===== src/rtl/core/rgb_to_hsv_8bit_assert.svh =====
// Assertion macros for the RGB to HSV converter.
// No dependencies; included by the modules that carry assertions.
`ifndef RGB_TO_HSV_8BIT_ASSERT_SVH
`define RGB_TO_HSV_8BIT_ASSERT_SVH

`ifndef ASSERT_OFF
`define RHSV_ASSERT(lbl, clk, rstn, prop) \
  lbl: assert property (@(posedge clk) disable iff (!rstn) prop) \
    else $error("rgb_to_hsv_8bit assertion failed");
`define RHSV_ASSERT_NEXT(lbl, clk, rstn, ante, cons) \
  lbl: assert property (@(posedge clk) disable iff (!rstn) (ante) |=> (cons)) \
    else $error("rgb_to_hsv_8bit assertion failed");
`else
`define RHSV_ASSERT(lbl, clk, rstn, prop)
`define RHSV_ASSERT_NEXT(lbl, clk, rstn, ante, cons)
`endif

`endif


===== src/rtl/core/rhsv_pkg.sv =====
// Shared widths and pipeline payload types for the RGB to HSV converter.
// No dependencies.
package rhsv_pkg;

  localparam int ChanW     = 8;
  localparam int PixelW    = 3 * ChanW;
  localparam int NumW      = 11;
  localparam int HueRemW   = NumW + ChanW;
  localparam int HueDivW   = NumW;
  localparam int SatRemW   = 2 * ChanW;
  localparam int QuoW      = ChanW;
  localparam int StepBits  = 2;
  localparam int DivStages = QuoW / StepBits;

  typedef struct packed {
    logic [ChanW-1:0] value;
    logic [ChanW-1:0] delta;
    logic [NumW-1:0]  num;
  } prep_t;

  typedef struct packed {
    logic [HueRemW-1:0] hue_rem;
    logic [HueDivW-1:0] hue_div;
    logic [QuoW-1:0]    hue_quo;
    logic [SatRemW-1:0] sat_rem;
    logic [ChanW-1:0]   sat_div;
    logic [QuoW-1:0]    sat_quo;
    logic [ChanW-1:0]   value;
  } div_t;

endpackage


===== src/rtl/core/rhsv_prep.sv =====
// Front stage: channel max/min, spread and hue sector numerator.
// Depends on rhsv_pkg.
module rhsv_prep (
  input  logic                          clk_i,
  input  logic                          rst_ni,
  input  logic                          in_valid_i,
  output logic                          in_ready_o,
  input  logic [rhsv_pkg::PixelW-1:0]   pixel_i,
  output logic                          out_valid_o,
  input  logic                          out_ready_i,
  output rhsv_pkg::prep_t               out_data_o
);

  logic [rhsv_pkg::ChanW-1:0] red, green, blue, hi, lo;
  logic [rhsv_pkg::NumW-1:0]  r_w, g_w, b_w, d_w;
  rhsv_pkg::prep_t            data_d, data_q;
  logic                       valid_q;

  assign red   = pixel_i[3*rhsv_pkg::ChanW-1:2*rhsv_pkg::ChanW];
  assign green = pixel_i[2*rhsv_pkg::ChanW-1:rhsv_pkg::ChanW];
  assign blue  = pixel_i[rhsv_pkg::ChanW-1:0];

  always_comb begin
    hi = red;
    if (green > hi) hi = green;
    if (blue > hi) hi = blue;
    lo = red;
    if (green < lo) lo = green;
    if (blue < lo) lo = blue;
  end

  assign r_w = {{(rhsv_pkg::NumW-rhsv_pkg::ChanW){1'b0}}, red};
  assign g_w = {{(rhsv_pkg::NumW-rhsv_pkg::ChanW){1'b0}}, green};
  assign b_w = {{(rhsv_pkg::NumW-rhsv_pkg::ChanW){1'b0}}, blue};
  assign d_w = {{(rhsv_pkg::NumW-rhsv_pkg::ChanW){1'b0}}, hi - lo};

  always_comb begin
    data_d.value = hi;
    data_d.delta = hi - lo;
    if (red == hi) begin
      if (green < blue) begin
        data_d.num = (d_w << 2) + (d_w << 1) - (b_w - g_w);
      end else begin
        data_d.num = g_w - b_w;
      end
    end else if (green == hi) begin
      data_d.num = (d_w << 1) + b_w - r_w;
    end else begin
      data_d.num = (d_w << 2) + r_w - g_w;
    end
  end

  assign in_ready_o = !valid_q || out_ready_i;

  always_ff @(posedge clk_i or negedge rst_ni) begin
    if (!rst_ni) begin
      valid_q <= 1'b0;
    end else if (in_ready_o) begin
      valid_q <= in_valid_i;
    end
  end

  always_ff @(posedge clk_i) begin
    if (in_valid_i && in_ready_o) begin
      data_q <= data_d;
    end
  end

  assign out_valid_o = valid_q;
  assign out_data_o  = data_q;

endmodule


===== src/rtl/core/rhsv_scale.sv =====
// Scaling stage: builds dividends and divisors for hue and saturation.
// Depends on rhsv_pkg.
module rhsv_scale (
  input  logic            clk_i,
  input  logic            rst_ni,
  input  logic            in_valid_i,
  output logic            in_ready_o,
  input  rhsv_pkg::prep_t in_data_i,
  output logic            out_valid_o,
  input  logic            out_ready_i,
  output rhsv_pkg::div_t  out_data_o
);

  logic [rhsv_pkg::HueRemW-1:0] num_w;
  logic [rhsv_pkg::SatRemW-1:0] delta_w;
  logic [rhsv_pkg::HueDivW-1:0] delta_n;
  rhsv_pkg::div_t               data_d, data_q;
  logic                         valid_q;

  assign num_w   = {{(rhsv_pkg::HueRemW-rhsv_pkg::NumW){1'b0}}, in_data_i.num};
  assign delta_w = {{(rhsv_pkg::SatRemW-rhsv_pkg::ChanW){1'b0}}, in_data_i.delta};
  assign delta_n = {{(rhsv_pkg::HueDivW-rhsv_pkg::ChanW){1'b0}}, in_data_i.delta};

  always_comb begin
    data_d.hue_rem = (num_w << rhsv_pkg::ChanW) - num_w;
    data_d.sat_rem = (delta_w << rhsv_pkg::ChanW) - delta_w;
    data_d.hue_quo = '0;
    data_d.sat_quo = '0;
    data_d.value   = in_data_i.value;
    // zero spread: dividends are zero, so any nonzero divisor yields zero
    if (in_data_i.delta == '0) begin
      data_d.hue_div = '1;
      data_d.sat_div = '1;
    end else begin
      data_d.hue_div = (delta_n << 2) + (delta_n << 1);
      data_d.sat_div = in_data_i.value;
    end
  end

  assign in_ready_o = !valid_q || out_ready_i;

  always_ff @(posedge clk_i or negedge rst_ni) begin
    if (!rst_ni) begin
      valid_q <= 1'b0;
    end else if (in_ready_o) begin
      valid_q <= in_valid_i;
    end
  end

  always_ff @(posedge clk_i) begin
    if (in_valid_i && in_ready_o) begin
      data_q <= data_d;
    end
  end

  assign out_valid_o = valid_q;
  assign out_data_o  = data_q;

endmodule


===== src/rtl/core/rhsv_div_step.sv =====
// Divider stage: resolves StepBits quotient bits of both divisions.
// Depends on rhsv_pkg.
module rhsv_div_step #(
  parameter int StageIdx = 0
) (
  input  logic           clk_i,
  input  logic           rst_ni,
  input  logic           in_valid_i,
  output logic           in_ready_o,
  input  rhsv_pkg::div_t in_data_i,
  output logic           out_valid_o,
  input  logic           out_ready_i,
  output rhsv_pkg::div_t out_data_o
);

  rhsv_pkg::div_t               data_d, data_q;
  logic                         valid_q;
  logic [rhsv_pkg::HueRemW-1:0] hue_sh;
  logic [rhsv_pkg::SatRemW-1:0] sat_sh;

  always_comb begin
    data_d = in_data_i;
    hue_sh = '0;
    sat_sh = '0;
    for (int j = 0; j < rhsv_pkg::StepBits; j++) begin
      hue_sh = {{(rhsv_pkg::HueRemW-rhsv_pkg::HueDivW){1'b0}}, data_d.hue_div}
               << (rhsv_pkg::QuoW - 1 - StageIdx * rhsv_pkg::StepBits - j);
      sat_sh = {{(rhsv_pkg::SatRemW-rhsv_pkg::ChanW){1'b0}}, data_d.sat_div}
               << (rhsv_pkg::QuoW - 1 - StageIdx * rhsv_pkg::StepBits - j);
      if (data_d.hue_rem >= hue_sh) begin
        data_d.hue_rem = data_d.hue_rem - hue_sh;
        data_d.hue_quo[3'(rhsv_pkg::QuoW - 1 - StageIdx * rhsv_pkg::StepBits - j)] = 1'b1;
      end
      if (data_d.sat_rem >= sat_sh) begin
        data_d.sat_rem = data_d.sat_rem - sat_sh;
        data_d.sat_quo[3'(rhsv_pkg::QuoW - 1 - StageIdx * rhsv_pkg::StepBits - j)] = 1'b1;
      end
    end
  end

  assign in_ready_o = !valid_q || out_ready_i;

  always_ff @(posedge clk_i or negedge rst_ni) begin
    if (!rst_ni) begin
      valid_q <= 1'b0;
    end else if (in_ready_o) begin
      valid_q <= in_valid_i;
    end
  end

  always_ff @(posedge clk_i) begin
    if (in_valid_i && in_ready_o) begin
      data_q <= data_d;
    end
  end

  assign out_valid_o = valid_q;
  assign out_data_o  = data_q;

endmodule


===== src/rtl/core/rgb_to_hsv_8bit.sv =====
// RGB to HSV converter, top level: prep stage, scale stage, four divider stages.
// Each stage registers its request; throughput 1 pixel per cycle while m_axis_tready is high.
// Each stage holds one request and accepts a new one whenever it empties, so bubbles close up.
// The restoring divider resolves 2 quotient bits per stage over 8 bits.
// Reset: asynchronous, active low; clears all stage valid bits, payload is not reset.
// Depends on rhsv_pkg, rhsv_prep, rhsv_scale, rhsv_div_step, rgb_to_hsv_8bit_assert.svh.
`include "rgb_to_hsv_8bit_assert.svh"

module rgb_to_hsv_8bit (
  input  logic        clk_i,
  input  logic        rst_ni,
  input  logic        s_axis_tvalid,
  output logic        s_axis_tready,
  input  logic [23:0] s_axis_tdata,  // color_rgb[23:0]
  output logic        m_axis_tvalid,
  input  logic        m_axis_tready,
  output logic [23:0] m_axis_tdata   // hue[7:0], saturation[15:8], brightness[23:16]
);

  rhsv_pkg::prep_t                prep_data;
  logic                           prep_valid, prep_ready;
  rhsv_pkg::div_t                 div_data [rhsv_pkg::DivStages+1];
  logic [rhsv_pkg::DivStages:0]   div_valid, div_ready;
  rhsv_pkg::div_t                 res;

  rhsv_prep u_prep (
    .clk_i       (clk_i),
    .rst_ni      (rst_ni),
    .in_valid_i  (s_axis_tvalid),
    .in_ready_o  (s_axis_tready),
    .pixel_i     (s_axis_tdata),
    .out_valid_o (prep_valid),
    .out_ready_i (prep_ready),
    .out_data_o  (prep_data)
  );

  rhsv_scale u_scale (
    .clk_i       (clk_i),
    .rst_ni      (rst_ni),
    .in_valid_i  (prep_valid),
    .in_ready_o  (prep_ready),
    .in_data_i   (prep_data),
    .out_valid_o (div_valid[0]),
    .out_ready_i (div_ready[0]),
    .out_data_o  (div_data[0])
  );

  for (genvar i = 0; i < rhsv_pkg::DivStages; i++) begin : g_div
    rhsv_div_step #(
      .StageIdx (i)
    ) u_div_step (
      .clk_i       (clk_i),
      .rst_ni      (rst_ni),
      .in_valid_i  (div_valid[i]),
      .in_ready_o  (div_ready[i]),
      .in_data_i   (div_data[i]),
      .out_valid_o (div_valid[i+1]),
      .out_ready_i (div_ready[i+1]),
      .out_data_o  (div_data[i+1])
    );
  end

  assign res                           = div_data[rhsv_pkg::DivStages];
  assign div_ready[rhsv_pkg::DivStages] = m_axis_tready;
  assign m_axis_tvalid                 = div_valid[rhsv_pkg::DivStages];
  assign m_axis_tdata                  = {res.value, res.sat_quo, res.hue_quo};

  `RHSV_ASSERT(a_gray_hue_zero, clk_i, rst_ni,
    (m_axis_tvalid && m_axis_tdata[15:8] == 8'd0) |-> (m_axis_tdata[7:0] == 8'd0))
  `RHSV_ASSERT(a_hue_below_full, clk_i, rst_ni,
    m_axis_tvalid |-> (m_axis_tdata[7:0] != 8'hFF))
  `RHSV_ASSERT(a_black_sat_zero, clk_i, rst_ni,
    (m_axis_tvalid && m_axis_tdata[23:16] == 8'd0) |-> (m_axis_tdata[15:8] == 8'd0))
  `RHSV_ASSERT(a_stall_only_when_full, clk_i, rst_ni,
    !s_axis_tready |-> (m_axis_tvalid && !m_axis_tready))
  `RHSV_ASSERT_NEXT(a_full_pipe_drains, clk_i, rst_ni,
    (!s_axis_tready && m_axis_tready), s_axis_tready)

endmodule

===== config.mk =====
export PLATFORM = sky130hd
export DESIGN_NAME = rgb_to_hsv_8bit
export DESIGN_NICKNAME = d
export VERILOG_FILES = /design/src/rtl/core/rhsv_pkg.sv /design/src/rtl/core/rhsv_prep.sv /design/src/rtl/core/rhsv_scale.sv /design/src/rtl/core/rhsv_div_step.sv /design/src/rtl/core/rgb_to_hsv_8bit.sv
export VERILOG_INCLUDE_DIRS = /design/src /design/src/rtl/core
export SDC_FILE = /design/constraint.sdc
export NUM_CORES = 1
export LEC_CHECK = 0
export BUFFER_PORTS_ARGS = -buffer_cell sky130_fd_sc_hd__buf_2
export CAP_MARGIN = 20
export CORE_MARGIN = 2
export CORE_UTILIZATION = 65
export CTS_BUF_LIST = sky130_fd_sc_hd__clkbuf_8
export CTS_CLUSTER_DIAMETER = 30
export CTS_CLUSTER_SIZE = 8
export DETAILED_ROUTE_END_ITERATION = 10
export GPL_ROUTABILITY_DRIVEN = 0
export GPL_TIMING_DRIVEN = 0
export PLACE_DENSITY = 0.82
export REMOVE_ABC_BUFFERS = 1
export SLEW_MARGIN = 20
export SYNTH_ARGS = -nofsm -noshare
export SYNTH_HDL_FRONTEND = slang
export SYNTH_SLANG_ARGS = --single-unit
export TNS_END_PERCENT = 10

===== constraint.sdc =====
create_clock -name clk_i -period 7.4 [get_ports clk_i]
set_clock_uncertainty 0.05 [all_clocks]
set_input_delay 0.37 -clock clk_i [delete_from_list [all_inputs] [get_ports clk_i]]
set_output_delay 0.37 -clock clk_i [all_outputs]
set_load 0.1 [all_outputs]

==> results.md <==
- Worst Max-Slew Pin Slew: ~0.96 ns
- Fraction of layout cells with a size suffix above 1: 12.9%
- Top_reg_cell synth: edfxtp_1
- Max Freq: around 130 MHz
- Post-Syn Area per Cell: 10.1 um^2
- Area of the multi-input gates: 13800 um^2
- Worst slew margin: 34.3%
- Number of synthesized flops with an enable pin: slightly below 300
- NumNets Final: 2769
- Worst-skew pair later-pin latency: approximately 0.6 ns
- Total track usage: between 20% and 30%
- Seq/Total Area, Yosys: about 38%
- Core area: around 36000 um^2
- CTS tree: yes
- Setup WS pre-CTS: -1.98 ns
- Worst Path Max Fanout: 7
- DR vias: ~18000
- Setup ws final: -0.0370 ns
- Final setup vio count: 1
- Wire per inst: 17.6 um
- Worst EP required: a little under 8 ns
- Delay-heaviest family, CP: compound AO/OA/AOI/OAI gates
- Area contributors post-synth: edfxtp_1, ha_1, xnor2_1, inv_1, a21oi_1
- Most frequent cells in the layout: edfxtp_1, ha_1, inv_1
- Clock slew at reported path FFs: about 0.050 ns
- Synth cell types: slightly below 100
- Crit Path Class: input port to register
- Clock Path Buffers: 3
- Commonest non-fill, non-tap cell in the layout: edfxtp_1
- Initial Util: 65.4%
- Worst r2r src: u_scale.out_data_o[48]
- Std-Cell Rows: 70
- Cell taking the most area after synthesis: edfxtp_1
- Remaining DRCs: 0
- Antenna-violating nets left: 0
- PortBufs: 45
- First-pass GRT wire length: about 85000 um
- Yosys reg bits: roughly 300
- Fillers: 2532
- Final Util: a little under three quarters
- Vias in the first global route: approximately 18000
- Critical path launch point type: input port
- Die W: between 150 and 200 um
- R2r endpoint: g_div[0].u_div_step.out_data_o[70]
- Share of the synthesized area in the top cell type: between 30% and 40%
- Critical Path End: u_prep.out_data_o[9]
- Register-to-register setup slack: between 0.4 and 0.5 ns
- Root Buffer: clkbuf_8
- CTS buffer count: 53
- Slowest-stage cell, CP: fa_2
- # clock sinks: roughly 300
- Post-route cell area: ~26000 um^2
- Reg2reg path depth: 27
- Total negative slack: -0.0370 ns
- Area grow syn2layout: 8.92%
- DR vias/cell: just over 6
- Initial antenna violation count: 0
- Post-synth ARST share: 1.99%
- Register area: around 9000 um^2
- Synth warnings: 0
- CP max stage delay: 0.49 ns
- Period Utilization, post-route: 101%
- Mapped Area: 23800 um^2
- RSZ-0062 raised after global routing: true
- Largest net degree at the start of global routing: 66
- DRT iter0 DRCs: between 1000 and 1500
- Kind of end point of the critical path: register
- Total wire length: slightly above 50000 um
- 1st-pass router iterations: 6
- Critical path arrival: between 7 and 8 ns
- Max-slew violation count: 0
- Post-Syn Instances: about 2400
- Hold Violations, Final: 0
- Detailed placement HPWL: approximately 40000 um
- Congestion Overflow GR: 0
- Minimum clock period: approximately 7.4 ns
- Source of the critical timing path: s_axis_tdata[15]
- Cell Area, Placed: 24400 um^2
- CP Buf/Inv Count: 6
- Failing checks: negative setup slack
- Hold Path Cell Cnt: 4
- MaxCap Viol Count: 0
- Die area: about 38000 um^2
- Status: finished with violations
- CP Depth: 36
- I/O pin total: between 50 and 60
- Die Y: 195 um
- HP Class: input port to register
- CTS H-tree depth: 2
- Antenna cells: 0
==> flip-flops by register name, summed over array words and instances, names as in the netlist <==
name / count
g_div.u_div_step.out_valid_o: 4
g_div.u_div_step.out_data_o: 206
u_prep.out_valid_o: 1
u_scale.out_data_o: 62
u_scale.out_valid_o: 1
u_prep.out_data_o: 27
==> per-stage QoR <==
step,hold WS (ns),std cells
after floorplan,0.0244,2306
after global placement,0.143,2819
after detailed placement,0.153,2824
after CTS,0.0527,2924
after global routing,0.0953,2939
final,0.0763,2939
==> worst min path at each step <==
stage,end,from,slack (ns)
after CTS,g_div[2].u_div_step.out_valid_o,m_axis_tready,0.05
final,g_div[2].u_div_step.out_valid_o,m_axis_tready,0.08
after floorplan,g_div[0].u_div_step.out_valid_o,rst_ni,0.02
after global placement,u_scale.out_valid_o,rst_ni,0.14
after detailed placement,g_div[0].u_div_step.out_valid_o,rst_ni,0.15
after global routing,g_div[2].u_div_step.out_valid_o,m_axis_tready,0.1
==> kinds of logic after synthesis <==
group	after synthesis	synth area share (%)
AO/OA/AOI/OAI	551	15.0
other	1	0.0158
adder cells (fa/ha/maj)	299	16.9
AND/OR/NAND/NOR	621	13.5
buffers and inverters	313	5.49
flip-flops	301	37.9
multiplexers	101	4.60
XOR/XNOR	174	6.53
==> metal layers <==
layer	global-route usage (%)	vias up	part of all wire (%)
met4	14.9	0	5.8
met2	49.4	614	50
met5	0	-	0
li1	-	8652	-
met3	3.14	218	4.6
met1	30.9	8431	39
==> cell usage after synthesis, types with 13 or more instances <==
cell type,n
and2_1,16
mux2_2,62
a211oi_1,16
o21ai_0,108
nand2_1,114
nand4_1,38
o211ai_1,13
nor3_1,44
edfxtp_1,295
clkbuf_1,28
nor2_1,178
a21boi_0,28
nand3_1,32
fa_1,36
nor2b_1,50
nor4_1,14
or3_1,15
xor2_1,41
xnor2_1,131
a31oi_1,15
ha_1,263
a21o_1,56
o21a_1,24
inv_1,250
buf_4,25
a21oi_1,168
mux2i_1,38
o21bai_1,25
nand2b_1,52
==> worst reg2reg max path: stages, from the launching register on <==
cell and delay [ns]:
edfxtp_1 0.44, ha_1 0.21, inv_1 0.07, fa_1 0.41
a21o_1 0.17, a21oi_1 0.23, o21bai_1 0.09, a21oi_1 0.25
o21bai_1 0.11, a21oi_1 0.23, o21bai_1 0.13, a21oi_1 0.19
o21ai_2 0.25, o21ai_0 0.51, inv_1 0.10, ha_1 0.34
nor2b_1 0.15, o21ai_0 0.21, a21boi_0 0.16, o21ai_0 0.23
a21boi_0 0.16, o21ai_0 0.28, a21oi_1 0.14, o21ai_0 0.18
nand2b_1 0.12, a31oi_1 0.40, nand3_1 0.48, mux2_2 0.44
==> repair_timing <==
item	in CTS	in global routing
hold endpoints to repair	7	0
setup endpoints to repair	7	17
setup buffers	14	14
gates resized for setup	44	34
pin swaps	13	16
hold buffers	2	0
==> area by class of cell <==
type	instances	share of cell area (%)
Inverter	251	3.65
Tap cell	468	2.26
Timing Repair Buffer	81	2.35
Clock inverter	30	0.817
Clock buffer	54	2.87
Sequential cell	301	34.8
Multi-Input combinational cell	1754	53.2
Power is left out: the tool's default activity adds up to more than one toggle a clock period on the data nets, which glitch-free logic cannot reach.
